--- src/hdl/mlf_pkg.sv ---
// Shared types and constants for the MAC learning and forwarding block.
// Used by every module in hdl/ except mlf_ram; depends on nothing else.
package mlf_pkg;

  // Frame header fields.
  localparam int unsigned MacW   = 48;
  localparam int unsigned PortW  = 4;
  localparam int unsigned MaskW  = 16;

  // Largest number of ports the switch supports; port_count is clamped to it.
  localparam int unsigned MaxPorts = 16;

  // Default number of entries in the address table.
  localparam int unsigned TableDepth = 64;

  // Configuration port geometry.
  localparam int unsigned CfgAddrW  = 4;
  localparam int unsigned CfgDataW  = 32;
  localparam int unsigned PortCntW  = 5;

  // Register indexes on the configuration port.
  localparam logic [1:0] RegPortCount = 2'd0;
  localparam logic [1:0] RegLinked    = 2'd1;
  localparam logic [1:0] RegBlocked   = 2'd2;

  // Register reset values.
  localparam logic [PortCntW-1:0] PortCountRst = PortCntW'(16);

  // One frame header as it travels from the front queue to the back end.
  typedef struct packed {
    logic [MacW-1:0]  src_mac;
    logic [MacW-1:0]  dst_mac;
    logic [PortW-1:0] ingress;
    logic             same_mac;
  } item_t;

  // Switch configuration as seen by the back end.
  typedef struct packed {
    logic [PortCntW-1:0] port_count;
    logic [MaskW-1:0]    linked;
    logic [MaskW-1:0]    blocked;
  } cfg_t;

  // Handshake between the front queue and the back end.
  typedef struct packed {
    logic valid;
  } front_status_t;

endpackage

--- src/hdl/mac_learning_forward.sv ---
// Top level of the learning bridge forwarding decision.
// Depends on mlf_pkg, mlf_cfg, mlf_front, mlf_back and mlf_ram.
//
// Usage: a frame header word (source MAC, destination MAC, ingress port) is
// written with push while full is low. It waits in a two-word input queue.
// The back end takes one word at a time, reads every learned table entry
// through the single RAM read port, one entry per cycle, comparing it with
// both the source and the destination MAC, then learns the source with one
// RAM write unless it is new and the table is full, and forms the egress
// mask. The result word is held in an output register; it is valid while
// empty is low and is taken with pop. The time from push to result is set
// by the scan over the learned entries (at most TableDepth of them).
// While the receiver stalls, the finished result waits in the output
// register and up to two further headers are still accepted; one more can
// be in the scan before full stalls the sender.
// Reset empties the table (entry count zero), sets port_count to 16 and
// clears both port masks; the table RAM needs no clearing pass.
// Configuration registers sit at byte addresses 0, 4 and 8.
module mac_learning_forward
  import mlf_pkg::*;
#(
  parameter int unsigned TableDepth = mlf_pkg::TableDepth
) (
  input  logic                clk_i,
  input  logic                rst_ni,
  // Frame header input
  input  logic                push,
  output logic                full,
  input  logic [MacW-1:0]     source_mac_i,
  input  logic [MacW-1:0]     destination_mac_i,
  input  logic [PortW-1:0]    ingress_port_i,
  // Forwarding result
  output logic                empty,
  input  logic                pop,
  output logic [MaskW-1:0]    egress_mask_o,
  output logic                destination_known_o,
  output logic                source_was_new_o,
  output logic                table_full_o,
  // Configuration port
  input  logic                psel,
  input  logic                penable,
  input  logic                pwrite,
  input  logic [CfgAddrW-1:0] paddr,
  input  logic [CfgDataW-1:0] pwdata,
  output logic [CfgDataW-1:0] prdata,
  output logic                pready
);

  cfg_t          cfg;
  front_status_t front_status;
  item_t         item;
  logic          front_pop;

  // Configuration registers.
  mlf_cfg u_cfg (
    .clk_i   (clk_i),
    .rst_ni  (rst_ni),
    .psel    (psel),
    .penable (penable),
    .pwrite  (pwrite),
    .paddr   (paddr),
    .pwdata  (pwdata),
    .prdata  (prdata),
    .pready  (pready),
    .cfg_o   (cfg)
  );

  // Input queue and classification.
  mlf_front u_front (
    .clk_i             (clk_i),
    .rst_ni            (rst_ni),
    .push              (push),
    .full              (full),
    .source_mac_i      (source_mac_i),
    .destination_mac_i (destination_mac_i),
    .ingress_port_i    (ingress_port_i),
    .pop_i             (front_pop),
    .status_o          (front_status),
    .item_o            (item)
  );

  // Table scan, learning and forwarding decision.
  mlf_back #(
    .TableDepth (TableDepth)
  ) u_back (
    .clk_i               (clk_i),
    .rst_ni              (rst_ni),
    .cfg_i               (cfg),
    .front_i             (front_status),
    .item_i              (item),
    .front_pop_o         (front_pop),
    .empty               (empty),
    .pop                 (pop),
    .egress_mask_o       (egress_mask_o),
    .destination_known_o (destination_known_o),
    .source_was_new_o    (source_was_new_o),
    .table_full_o        (table_full_o)
  );

endmodule

--- src/hdl/mlf_ram.sv ---
// Generic single-write, single-read RAM with a registered read port.
// Stand-alone; no package needed.
module mlf_ram #(
  parameter int unsigned Width = 8,
  parameter int unsigned Depth = 64
) (
  input  logic                     clk_i,
  input  logic                     we_i,
  input  logic [$clog2(Depth)-1:0] waddr_i,
  input  logic [Width-1:0]         wdata_i,
  input  logic                     re_i,
  input  logic [$clog2(Depth)-1:0] raddr_i,
  output logic [Width-1:0]         rdata_o
);

  logic [Width-1:0] mem_q [Depth];
  logic [Width-1:0] rdata_q;

  // Write port and registered read port.
  always_ff @(posedge clk_i) begin
    if (we_i) begin
      mem_q[waddr_i] <= wdata_i;
    end
    if (re_i) begin
      rdata_q <= mem_q[raddr_i];
    end
  end

  assign rdata_o = rdata_q;

endmodule

--- src/hdl/mlf_cfg.sv ---
// APB-style configuration registers of the MAC learning and forwarding block.
// Depends on mlf_pkg.
module mlf_cfg
  import mlf_pkg::*;
(
  input  logic                clk_i,
  input  logic                rst_ni,
  input  logic                psel,
  input  logic                penable,
  input  logic                pwrite,
  input  logic [CfgAddrW-1:0] paddr,
  input  logic [CfgDataW-1:0] pwdata,
  output logic [CfgDataW-1:0] prdata,
  output logic                pready,
  output cfg_t                cfg_o
);

  logic [PortCntW-1:0] port_count_q;
  logic [MaskW-1:0]    linked_q;
  logic [MaskW-1:0]    blocked_q;
  logic                wr_en;
  logic [1:0]          reg_idx;

  assign pready  = 1'b1;
  assign reg_idx = paddr[3:2];
  assign wr_en   = psel && penable && pwrite;

  // Register writes in the access cycle.
  always_ff @(posedge clk_i or negedge rst_ni) begin
    if (!rst_ni) begin
      port_count_q <= PortCountRst;
      linked_q     <= '0;
      blocked_q    <= '0;
    end else if (wr_en) begin
      unique case (reg_idx)
        RegPortCount: port_count_q <= pwdata[PortCntW-1:0];
        RegLinked:    linked_q     <= pwdata[MaskW-1:0];
        RegBlocked:   blocked_q    <= pwdata[MaskW-1:0];
        default: ;
      endcase
    end
  end

  // Read back.
  always_comb begin
    unique case (reg_idx)
      RegPortCount: prdata = CfgDataW'(port_count_q);
      RegLinked:    prdata = CfgDataW'(linked_q);
      RegBlocked:   prdata = CfgDataW'(blocked_q);
      default:      prdata = '0;
    endcase
  end

  assign cfg_o = '{port_count: port_count_q, linked: linked_q, blocked: blocked_q};

endmodule

--- src/hdl/mlf_front.sv ---
// Front end: accepts frame headers into a two-word queue and tags each one
// with whether its source and destination MACs are equal. Depends on mlf_pkg.
module mlf_front
  import mlf_pkg::*;
(
  input  logic             clk_i,
  input  logic             rst_ni,
  input  logic             push,
  output logic             full,
  input  logic [MacW-1:0]  source_mac_i,
  input  logic [MacW-1:0]  destination_mac_i,
  input  logic [PortW-1:0] ingress_port_i,
  input  logic             pop_i,
  output front_status_t    status_o,
  output item_t            item_o
);

  item_t      mem_q [2];
  logic       wr_ptr_q;
  logic       rd_ptr_q;
  logic [1:0] cnt_q;
  logic       do_push;
  logic       do_pop;
  item_t      new_item;

  assign full     = (cnt_q == 2'd2);
  assign do_push  = push && !full;
  assign do_pop   = pop_i && (cnt_q != 2'd0);
  assign status_o = '{valid: (cnt_q != 2'd0)};
  assign item_o   = mem_q[rd_ptr_q];

  // Classify the incoming word.
  always_comb begin
    new_item.src_mac  = source_mac_i;
    new_item.dst_mac  = destination_mac_i;
    new_item.ingress  = ingress_port_i;
    new_item.same_mac = (source_mac_i == destination_mac_i);
  end

  // Queue storage.
  always_ff @(posedge clk_i) begin
    if (do_push) begin
      mem_q[wr_ptr_q] <= new_item;
    end
  end

  // Queue pointers and fill level.
  always_ff @(posedge clk_i or negedge rst_ni) begin
    if (!rst_ni) begin
      wr_ptr_q <= 1'b0;
      rd_ptr_q <= 1'b0;
      cnt_q    <= 2'd0;
    end else begin
      if (do_push) begin
        wr_ptr_q <= ~wr_ptr_q;
      end
      if (do_pop) begin
        rd_ptr_q <= ~rd_ptr_q;
      end
      cnt_q <= cnt_q + {1'b0, do_push} - {1'b0, do_pop};
    end
  end

endmodule

--- src/hdl/mlf_back.sv ---
// Back end: scans the address table for source and destination, learns the source
// if it fits, forms the egress mask and holds the result. Uses mlf_pkg, mlf_ram.
module mlf_back
  import mlf_pkg::*;
#(
  parameter int unsigned TableDepth = mlf_pkg::TableDepth
) (
  input  logic             clk_i,
  input  logic             rst_ni,
  input  cfg_t             cfg_i,
  input  front_status_t    front_i,
  input  item_t            item_i,
  output logic             front_pop_o,
  output logic             empty,
  input  logic             pop,
  output logic [MaskW-1:0] egress_mask_o,
  output logic             destination_known_o,
  output logic             source_was_new_o,
  output logic             table_full_o
);

  localparam int unsigned AddrW  = $clog2(TableDepth);
  localparam int unsigned CountW = $clog2(TableDepth + 1);
  localparam int unsigned EntryW = MacW + PortW;

  typedef enum logic [1:0] {StIdle, StScan, StWrite, StResult} state_e;

  state_e             state_q, state_d;
  item_t              item_q, item_d;
  logic [CountW-1:0]  idx_q, idx_d;
  logic [CountW-1:0]  count_q, count_d;
  logic               pend_q, pend_d;
  logic [AddrW-1:0]   pend_idx_q, pend_idx_d;
  logic               src_hit_q, src_hit_d;
  logic [AddrW-1:0]   src_slot_q, src_slot_d;
  logic               dst_hit_q, dst_hit_d;
  logic [PortW-1:0]   dst_port_q, dst_port_d;
  logic [MaskW-1:0]   res_mask_q, res_mask_d;
  logic               res_known_q, res_known_d;
  logic               res_new_q, res_new_d;
  logic               res_full_q, res_full_d;
  logic               out_valid_q, out_valid_d;
  logic [MaskW-1:0]   out_mask_q, out_mask_d;
  logic               out_known_q, out_known_d;
  logic               out_new_q, out_new_d;
  logic               out_full_q, out_full_d;

  logic               ram_we;
  logic [AddrW-1:0]   ram_waddr;
  logic               ram_re;
  logic [EntryW-1:0]  ram_rdata;
  logic [MacW-1:0]    rd_mac;
  logic [PortW-1:0]   rd_port;
  logic               has_room;
  logic               out_free;
  logic [PortCntW-1:0] n_ports;
  logic [MaskW-1:0]   in_use;
  logic [MaskW-1:0]   ingress_bit;
  logic [MaskW-1:0]   dest_bit;
  logic               dest_known;
  logic [PortW-1:0]   dest_port;

  // Address table: MAC in the low bits, port above it.
  mlf_ram #(
    .Width (EntryW),
    .Depth (TableDepth)
  ) u_table (
    .clk_i   (clk_i),
    .we_i    (ram_we),
    .waddr_i (ram_waddr),
    .wdata_i ({item_q.ingress, item_q.src_mac}),
    .re_i    (ram_re),
    .raddr_i (idx_q[AddrW-1:0]),
    .rdata_o (ram_rdata)
  );

  assign rd_mac   = ram_rdata[MacW-1:0];
  assign rd_port  = ram_rdata[EntryW-1:MacW];
  assign has_room = (count_q < CountW'(TableDepth));
  assign out_free = !out_valid_q || pop;
  assign empty    = !out_valid_q;

  assign front_pop_o = (state_q == StIdle) && front_i.valid;
  assign ram_re      = (state_q == StScan) && (idx_q < count_q);
  assign ram_we      = (state_q == StWrite) && (src_hit_q || has_room);
  assign ram_waddr   = src_hit_q ? src_slot_q : count_q[AddrW-1:0];

  // Ports in use: the lowest min(port_count, MaxPorts, MaskW).
  always_comb begin
    n_ports = cfg_i.port_count;
    if (n_ports > PortCntW'(MaxPorts)) begin
      n_ports = PortCntW'(MaxPorts);
    end
    if (n_ports > PortCntW'(MaskW)) begin
      n_ports = PortCntW'(MaskW);
    end
    for (int i = 0; i < MaskW; i++) begin
      in_use[i] = (PortCntW'(i) < n_ports);
    end
  end

  // Destination after learning: a same-MAC frame finds its own entry when it was written.
  always_comb begin
    if (item_q.same_mac) begin
      dest_known = src_hit_q || has_room;
      dest_port  = item_q.ingress;
    end else begin
      dest_known = dst_hit_q;
      dest_port  = dst_port_q;
    end
    ingress_bit = MaskW'(1) << item_q.ingress;
    dest_bit    = MaskW'(1) << dest_port;
  end

  // Next-state logic.
  always_comb begin
    state_d     = state_q;
    item_d      = item_q;
    idx_d       = idx_q;
    count_d     = count_q;
    pend_d      = 1'b0;
    pend_idx_d  = pend_idx_q;
    src_hit_d   = src_hit_q;
    src_slot_d  = src_slot_q;
    dst_hit_d   = dst_hit_q;
    dst_port_d  = dst_port_q;
    res_mask_d  = res_mask_q;
    res_known_d = res_known_q;
    res_new_d   = res_new_q;
    res_full_d  = res_full_q;
    out_valid_d = out_valid_q && !pop;
    out_mask_d  = out_mask_q;
    out_known_d = out_known_q;
    out_new_d   = out_new_q;
    out_full_d  = out_full_q;

    // Compare the entry read in the previous cycle.
    if (pend_q) begin
      if (!src_hit_q && rd_mac == item_q.src_mac) begin
        src_hit_d  = 1'b1;
        src_slot_d = pend_idx_q;
      end
      if (!dst_hit_q && rd_mac == item_q.dst_mac) begin
        dst_hit_d  = 1'b1;
        dst_port_d = rd_port;
      end
    end

    unique case (state_q)
      StIdle: begin
        if (front_i.valid) begin
          item_d    = item_i;
          idx_d     = '0;
          src_hit_d = 1'b0;
          dst_hit_d = 1'b0;
          state_d   = StScan;
        end
      end
      StScan: begin
        if (idx_q < count_q) begin
          pend_d     = 1'b1;
          pend_idx_d = idx_q[AddrW-1:0];
          idx_d      = idx_q + CountW'(1);
        end else if (!pend_q) begin
          state_d = StWrite;
        end
      end
      StWrite: begin
        res_new_d   = !src_hit_q && has_room;
        res_full_d  = !src_hit_q && !has_room;
        res_known_d = dest_known;
        if (dest_known) begin
          res_mask_d = (dest_port != item_q.ingress) ?
                       (dest_bit & in_use & cfg_i.linked) : '0;
        end else begin
          res_mask_d = cfg_i.linked & ~cfg_i.blocked & in_use & ~ingress_bit;
        end
        if (!src_hit_q && has_room) begin
          count_d = count_q + CountW'(1);
        end
        state_d = StResult;
      end
      StResult: begin
        if (out_free) begin
          out_valid_d = 1'b1;
          out_mask_d  = res_mask_q;
          out_known_d = res_known_q;
          out_new_d   = res_new_q;
          out_full_d  = res_full_q;
          state_d     = StIdle;
        end
      end
      default: state_d = StIdle;
    endcase
  end

  // State and registered outputs.
  always_ff @(posedge clk_i or negedge rst_ni) begin
    if (!rst_ni) begin
      state_q     <= StIdle;
      item_q      <= '0;
      idx_q       <= '0;
      count_q     <= '0;
      pend_q      <= 1'b0;
      pend_idx_q  <= '0;
      src_hit_q   <= 1'b0;
      src_slot_q  <= '0;
      dst_hit_q   <= 1'b0;
      dst_port_q  <= '0;
      res_mask_q  <= '0;
      res_known_q <= 1'b0;
      res_new_q   <= 1'b0;
      res_full_q  <= 1'b0;
      out_valid_q <= 1'b0;
      out_mask_q  <= '0;
      out_known_q <= 1'b0;
      out_new_q   <= 1'b0;
      out_full_q  <= 1'b0;
    end else begin
      state_q     <= state_d;
      item_q      <= item_d;
      idx_q       <= idx_d;
      count_q     <= count_d;
      pend_q      <= pend_d;
      pend_idx_q  <= pend_idx_d;
      src_hit_q   <= src_hit_d;
      src_slot_q  <= src_slot_d;
      dst_hit_q   <= dst_hit_d;
      dst_port_q  <= dst_port_d;
      res_mask_q  <= res_mask_d;
      res_known_q <= res_known_d;
      res_new_q   <= res_new_d;
      res_full_q  <= res_full_d;
      out_valid_q <= out_valid_d;
      out_mask_q  <= out_mask_d;
      out_known_q <= out_known_d;
      out_new_q   <= out_new_d;
      out_full_q  <= out_full_d;
    end
  end

  assign egress_mask_o       = out_mask_q;
  assign destination_known_o = out_known_q;
  assign source_was_new_o    = out_new_q;
  assign table_full_o        = out_full_q;

endmodule
--- config.mk ---
export PLATFORM = sky130hd
export DESIGN_NAME = mac_learning_forward
export DESIGN_NICKNAME = d
export VERILOG_FILES = /design/src/hdl/mlf_pkg.sv /design/src/hdl/mac_learning_forward.sv /design/src/hdl/mlf_ram.sv /design/src/hdl/mlf_cfg.sv /design/src/hdl/mlf_front.sv /design/src/hdl/mlf_back.sv
export SDC_FILE = /design/constraint.sdc
export NUM_CORES = 2
export LEC_CHECK = 0
export ABC_CLOCK_PERIOD_IN_PS = 9650
export BUFFER_PORTS_ARGS = -buffer_cell sky130_fd_sc_hd__buf_2
export CAP_MARGIN = 0
export CORE_MARGIN = 2
export CORE_UTILIZATION = 60
export CTS_CLUSTER_SIZE = 28
export DETAILED_ROUTE_END_ITERATION = 16
export PLACE_DENSITY = 0.76
export SYNTH_ARGS = -nofsm -noshare
export SYNTH_HDL_FRONTEND = slang
export SYNTH_HIERARCHICAL = 1
export SYNTH_SLANG_ARGS = --single-unit
--- constraint.sdc ---
create_clock -name clk_i -period 9.65 [get_ports clk_i]
set_clock_uncertainty 0.05 [all_clocks]
set_input_delay 0 -clock clk_i [delete_from_list [all_inputs] [get_ports clk_i]]
set_output_delay 0 -clock clk_i [all_outputs]
set_load 0.01 [all_outputs]
# [Word-level counts from Yosys, hierarchy flattened]
# Memory sizes are Yosys's and may differ from the RTL's. A register that Yosys moved wholly into a read port is not among the register bits.
# Cells that the tools add are included.
[totals] input_bits=143 ram_bits=3530 wordCells=144 memories=2 register_bits=115
[op_classes] n_reduce_logical=36 n_addsub=4 shift=2 magnitude_cmp=20 bitwise_logic=9 mux=32 eq_ne=15
[memory_table] name="u_back.u_table.mem_q" words=64 word_bits=52 rd=1 rd_clocked_by_memory_dff=1 write_ports=1 line_no="mlf_ram.sv:16" text="logic [Width-1:0] mem_q [Depth];"
[memory_table] name="u_front.mem_q" words=2 word_bits=101 rd=1 rd_clocked_by_memory_dff=1 write_ports=1 line_no="mlf_front.sv:18" text="item_t mem_q [2];"
[ops] operator="48-bit == test" n=3
[ops] operator="16-bit AND" n=5
[ops] operator="16-bit one-hot mux with 3 select lines" n=1
[ops] operator="4-bit by 5-bit < comparator with 1-bit output, first input constant" n=8
[ops] operator="16-bit two-way mux" n=2
[ops] operator="16-bit NOT" n=2
[ops] operator="1-bit by 4-bit << shifter with 16-bit output, first input constant" n=2
[ops] operator="3-bit by 5-bit < comparator with 1-bit output, first input constant" n=4
[ops] operator="2-bit AND reduction" n=9
[ops] operator="1-bit two-way mux" n=17
[ops] operator="7-bit by 1-bit adder with 7-bit output, second input constant" n=2
[ops] operator="7-bit two-way mux" n=2
[ops] operator="7-bit one-hot mux with 2 select lines" n=1
[ops] operator="1-bit logical AND" n=12
[ops] operator="5-bit > comparator, second input constant" n=2
[ops] operator="1-bit by 5-bit < comparator with 1-bit output, first input constant" n=2
[ops] operator="2-bit by 5-bit < comparator with 1-bit output, first input constant" n=2
[ops] operator="5-bit two-way mux" n=2
[ops] operator="2-bit == test, second input constant" n=4
[ops] operator="2-bit two-way mux" n=4
[ops] operator="2-bit one-hot mux with 4 select lines" n=1
[ops] operator="1-bit zero test" n=7
[ops] operator="7-bit < comparator" n=1
[ops] operator="7-bit < comparator, second input constant" n=1
[ops] operator="14 further kinds" n=22

# [Logic depth before layout (Yosys ltp)]
[depth] word_depth=9 ltp_mapped=12 mapped_depth_nobuf=10

# [Hierarchy]
# The synthesis kept the hierarchy.
[by_module_without_submodules] mod="mlf_ram" area_per_inst_um2=127444.7 cells_each=5410 seq_area_each_um2=101497.3 n_inst=1
[by_module_without_submodules] mod="mlf_back" area_per_inst_um2=8822.2 cells_each=785 seq_area_each_um2=4379.2 n_inst=1
[by_module_without_submodules] mod="mlf_front" area_per_inst_um2=8002.7 cells_each=396 seq_area_each_um2=6165.9 n_inst=1
[by_module_without_submodules] mod="mlf_cfg" area_per_inst_um2=1819.2 cells_each=132 seq_area_each_um2=927.1 n_inst=1

# [Worst setup path before layout]
# Ideal clock, no wire load.
[synth_path] path_type="flip-flop to flip-flop" start="register u_back.state_q[0]" end="memory u_back/u_table/mem_q[48][0] (netlist bit) (enable)" period_less_slack_ns=5.896 setup_ns=0.526 slack_ns=3.754 stages_incl_launch_ff=10 required_time_ns=9.074 arrival_ns=5.320 path_cell_list="dfrtp_1 inv_1 ha_1 clkbuf_1 inv_1 clkbuf_1 nor2_1 nor2b_1 nand4b_1 nor3_1"
[synth_between] elab_chain_cells=4
[synth_rtl] item="start, declared" line_no="mlf_back.sv:28" text="state_e state_q, state_d;"
[synth_rtl] item="start signal, assigned" line_no="mlf_back.sv:200" text="state_q <= StIdle;"
[synth_rtl] item="start signal, assigned" line_no="mlf_back.sv:220" text="state_q <= state_d;"
[synth_rtl] item="2-bit == test" line_no="mlf_back.sv:85" text="assign ram_we = (state_q == StWrite) && (src_hit_q || has_room);"
[synth_rtl] item="1-bit logical AND" line_no="mlf_back.sv:85"
[synth_rtl] item="net u_back.ram_we" line_no="mlf_back.sv:48" text="logic ram_we;"
[synth_rtl] item="1-bit two-way mux" line_no="mlf_ram.sv:21" text="if (we_i) begin"
[synth_rtl] item="1-bit two-way mux (implied by the code)" line_no="mlf_ram.sv:22" text="mem_q[waddr_i] <= wdata_i;"
[synth_rtl] item="end, declared" line_no="mlf_ram.sv:16"
# The timed path passes the listed nets, and every way through them passes these cells.

# [Final worst setup path]
[layout_path] start="register u_back.src_hit_q" end="memory u_back/u_table/mem_q[23][28] (netlist bit) (enable)"
[layout_between] elab_cells_between_ends=5 classes_between="3 x mux; 2 x reduce/logical"
[layout_rtl] item="start, declared" line_no="mlf_back.sv:34" text="logic src_hit_q, src_hit_d;"
[layout_rtl] item="start signal, assigned" line_no="mlf_back.sv:226" text="src_hit_q <= src_hit_d;"
[layout_rtl] item="6-bit two-way mux" line_no="mlf_back.sv:86" text="assign ram_waddr = src_hit_q ? src_slot_q : count_q[AddrW-1:0];"
[layout_rtl] item="net u_back.ram_waddr[1]" line_no="mlf_back.sv:49" text="logic [AddrW-1:0] ram_waddr;"
# The timed path passes the listed nets, and every way through them passes these cells.

==> reports/qor.yml <==
synth-seq-area-share: 0.773
finalHoldViolCount: 0
clockRootBuffer: "clkbuf_16"
grt_use_total: 0.328
gp_congestion: 0.899
crit_required_ps: 10180
yosys.area_share.simple: 0.0166
start_util: 0.602
grt_overflow: 0
drt-total-wl_um: 406000
clk_latency_ps: 1020
synth_mux_area_frac: 0.155
fillers: 13900
final_core_util: 0.683
io_buffers: 161
synthCells: 6723
grt_first_pass_wirelength_um: 572000
fin_crit_ps: 5010
postLayoutCellArea_um2: 166000
finalCritPeriodShare: 0.520
cts_tree: "done"
rsz0062_at_grt: "false"
cts.htree.levels: 5
ios: 197
cts_resized: 0
slew_headroom: 0.0375
grt_max_degree: 131
sequentialPowerShare: 0.468
worst_pin_slew_ps: 1440
area_delta_synth_final_pct: 13.4
synth-xor-area-share: 0.00821
syn_area_um2: 146000
switchingPower_mw: 14.3
p_sw_frac: 0.295
drv_slew: 0
synthAdderAreaFrac: 0.00128
yosysUniqueCellTypes: 85
synth_compound_area_frac: 0.0314
drive_above_1_share: 0.280
vias_per_cell: 7.07
antenna_found_initial: 22
synthFlopType: "edfxtp_1"
wl_per_cell_um: 37.5
setup_slack_ps: 4640
power.density_nw_per_um2: 292
syn_area_per_cell_um2: 21.7
startpoint_type: "register"
row_count: 181
crit_arrival_ps: 5550
power_mw: 48.4
clockBufferDepth: 4
dpl_cell_area_um2: 151000
max-cap-violations: 0
async_reset_ff_frac: 0.0569
hold_class: "input pin to async pin"
cts_hold_buf: 246
critPathMaxFanout: 31
numCtsBuffers: 376
fmax_ghz: 0.199
via_count: 76600
clockPowerShare: 0.300
dp_slack_ps: 4820
final_antenna_net_count: 0
coreArea_um2: 243000
nets: 7494
yosys_warnings: 6
peakVddDrop_uv: 262
path_class: "register to register"
synth_top_area_frac: 0.736
drc: 0
drtIter0Drc: 12000
p_int_mw: 34.1
p_leak_nw: 52.5
finalSetupViolations: 0
power_frac_comb: 0.233
die_area_um2: 247000
status: "completed"
fp.dieW_um: 497
clkSinkCount: 3798
drt_first_pass_iters: 6
tns_ps: 0
ys_top_cells_by_area: "edfxtp_1 (74%), mux4_2 (12%), dfrtp_1 (3.7%)"
synth_top_family_by_area: "multiplexers"
synth_edf_count: 3582
path_clk_slew_ps: 70
die_h_um: 497
ys_ff_latch: 3798
dp_hpwl_um: 215000
grt_pass1_vias: 77300
postCtsSetupRepairBufs: 0
end_kind: "register"
synth_top_area_cell: "edfxtp_1"
-- power groups by stage --
stage / registers, mW / logic, mW / clock network [mW]
3_5_place_dp: 22.9 / 10.9 / 0
5_1_grt: 22.7 / 11.9 / 15.2
6_report: 22.6 / 11.3 / 14.5
2_1_floorplan: 23.1 / 6.77 / 0
4_1_cts: 22.6 / 11.2 / 14.6
3_3_place_gp: 22.8 / 10.5 / 0
-- through the flow --
step	hold slack, ps	instances
after detailed placement	24.6	9914
after global routing	186	10800
after global placement	21.4	9914
after floorplan	-346	6738
final	174	10800
after CTS	96.3	10800
-- cells in the final DEF (no fill, tap or decap), types with 14 or more instances in the layout --
cell           instances
mux4_2               794
inv_1                 42
mux2_2               283
nand3_1               37
o22a_1                31
o21ai_1               16
nor2_4                63
xor2_1                74
clkinv_1              67
a221oi_1              42
conb_1                17
nand2_1               94
a22oi_1               39
mux2_4                14
clkinvlp_4            17
mux2i_1              131
xnor2_1               63
clkbuf_1              66
a22o_1                29
nor2b_1               33
nand2b_1              25
dfrtp_2               53
o221ai_1              65
dfrtp_1              156
o22ai_1              188
buf_2                160
clkbuf_16            386
o21a_1                14
clkinv_2              67
nand4_1               22
nor4_1                61
edfxtp_1            3582
nor2_1                57
ha_1                  15
bufinv_16             40
buf_4                182
a211oi_1              21
o21ai_0               54
a21oi_1               87
dlygate4sd3_1        245
-- synth_stat cells (all sizes together), types with 5 or more instances --
cell,n
o221ai,65
a22o,29
buf,219
o211ai,8
nor2,122
nor4,63
a21oi,87
inv,43
a221oi,42
o21a,14
and2,6
or3,5
a21o,5
nand3b,5
nand4,22
o22ai,188
dfrtp,215
xor2,74
nor3,12
nand3,38
o2111ai,8
clkbuf,159
a311oi,5
xnor2,63
o2bb2ai,10
or2,8
ha,15
mux4,794
o21ai,70
nor2b,38
and3,14
o22a,31
nand2,100
mux2,297
a211oi,21
a22oi,39
edfxtp,3582
mux2i,131
nand2b,30
-- cell type report --
class	instances	area (um^2)	area share
sequential	3798	113000	0.682
multi-input combinational	2519	31600	0.191
clock buffer	458	9990	0.0603
timing repair buffer	598	4840	0.0292
tap	3202	4010	0.0242
clock inverter	202	2050	0.0124
inverter	43	163	0.000981
antenna	13	32.5	0.000196
-- final timing paths --
path / start / end / slack [ps] / cells after the start
setup / recovery: u_back/src_hit_q / u_back/u_table/mem_q[23][28] / 4640 / 4
hold / removal: rst_ni / u_cfg/blocked_q[1] / 170 / 4
setup reg to reg: u_back/src_hit_q / u_back/u_table/mem_q[23][28] / 4640 / 4
hold reg to reg: u_back/pend_idx_q[0] / u_back/pend_idx_q[0] / 430 / 2
max in group asynchronous: rst_ni / u_front/rd_ptr_q / 7660 / 5
min in group clk_i: pwrite / u_cfg/port_count_q[0] / 190 / 5
-- kinds of logic (layout without fill, tap and decap cells) --
group | after synthesis | count (layout)
buffers and inverters | 421 | 1301
other | 2 | 30
XOR/XNOR | 137 | 137
multiplexers | 1222 | 1222
AND/OR/NAND/NOR | 473 | 473
adder cells (fa/ha/maj) | 15 | 15
flip-flops | 3798 | 3798
AO/OA/AOI/OAI | 655 | 655
-- layer usage --
layer / GRT usage / part of all wire / vias up
li1: - / - / 29400
met5: 0 / 0.00020 / -
met1: 0.427 / 0.34 / 39900
met3: 0.0974 / 0.13 / 1142
met2: 0.515 / 0.47 / 6109
met4: 0.155 / 0.055 / 12
-- sequential cells by signal, indices dropped and copies added, names as in the netlist, 2 cells and up --
register / flops
u_back/u_table/mem_q: 3328
u_front/mem_q: 202
u_back/item_q: 101
u_back/u_table/rdata_o: 52
u_back/egress_mask_o: 16
u_back/res_mask_q: 16
u_cfg/blocked_q: 16
u_cfg/linked_q: 16
u_back/count_q: 7
u_back/idx_q: 7
u_back/pend_idx_q: 6
u_back/src_slot_q: 6
u_cfg/port_count_q: 5
u_back/dst_port_q: 4
u_back/state_q: 2
u_front/cnt_q: 2
-- critical path: stages, from the launching register on --
cell	delay, ps
dfrtp_1	550
o21ai_0	1030
nand4_1	1000
nor2_4	1190
buf_4	770
Note: power is estimated with default switching activity, not from simulation.
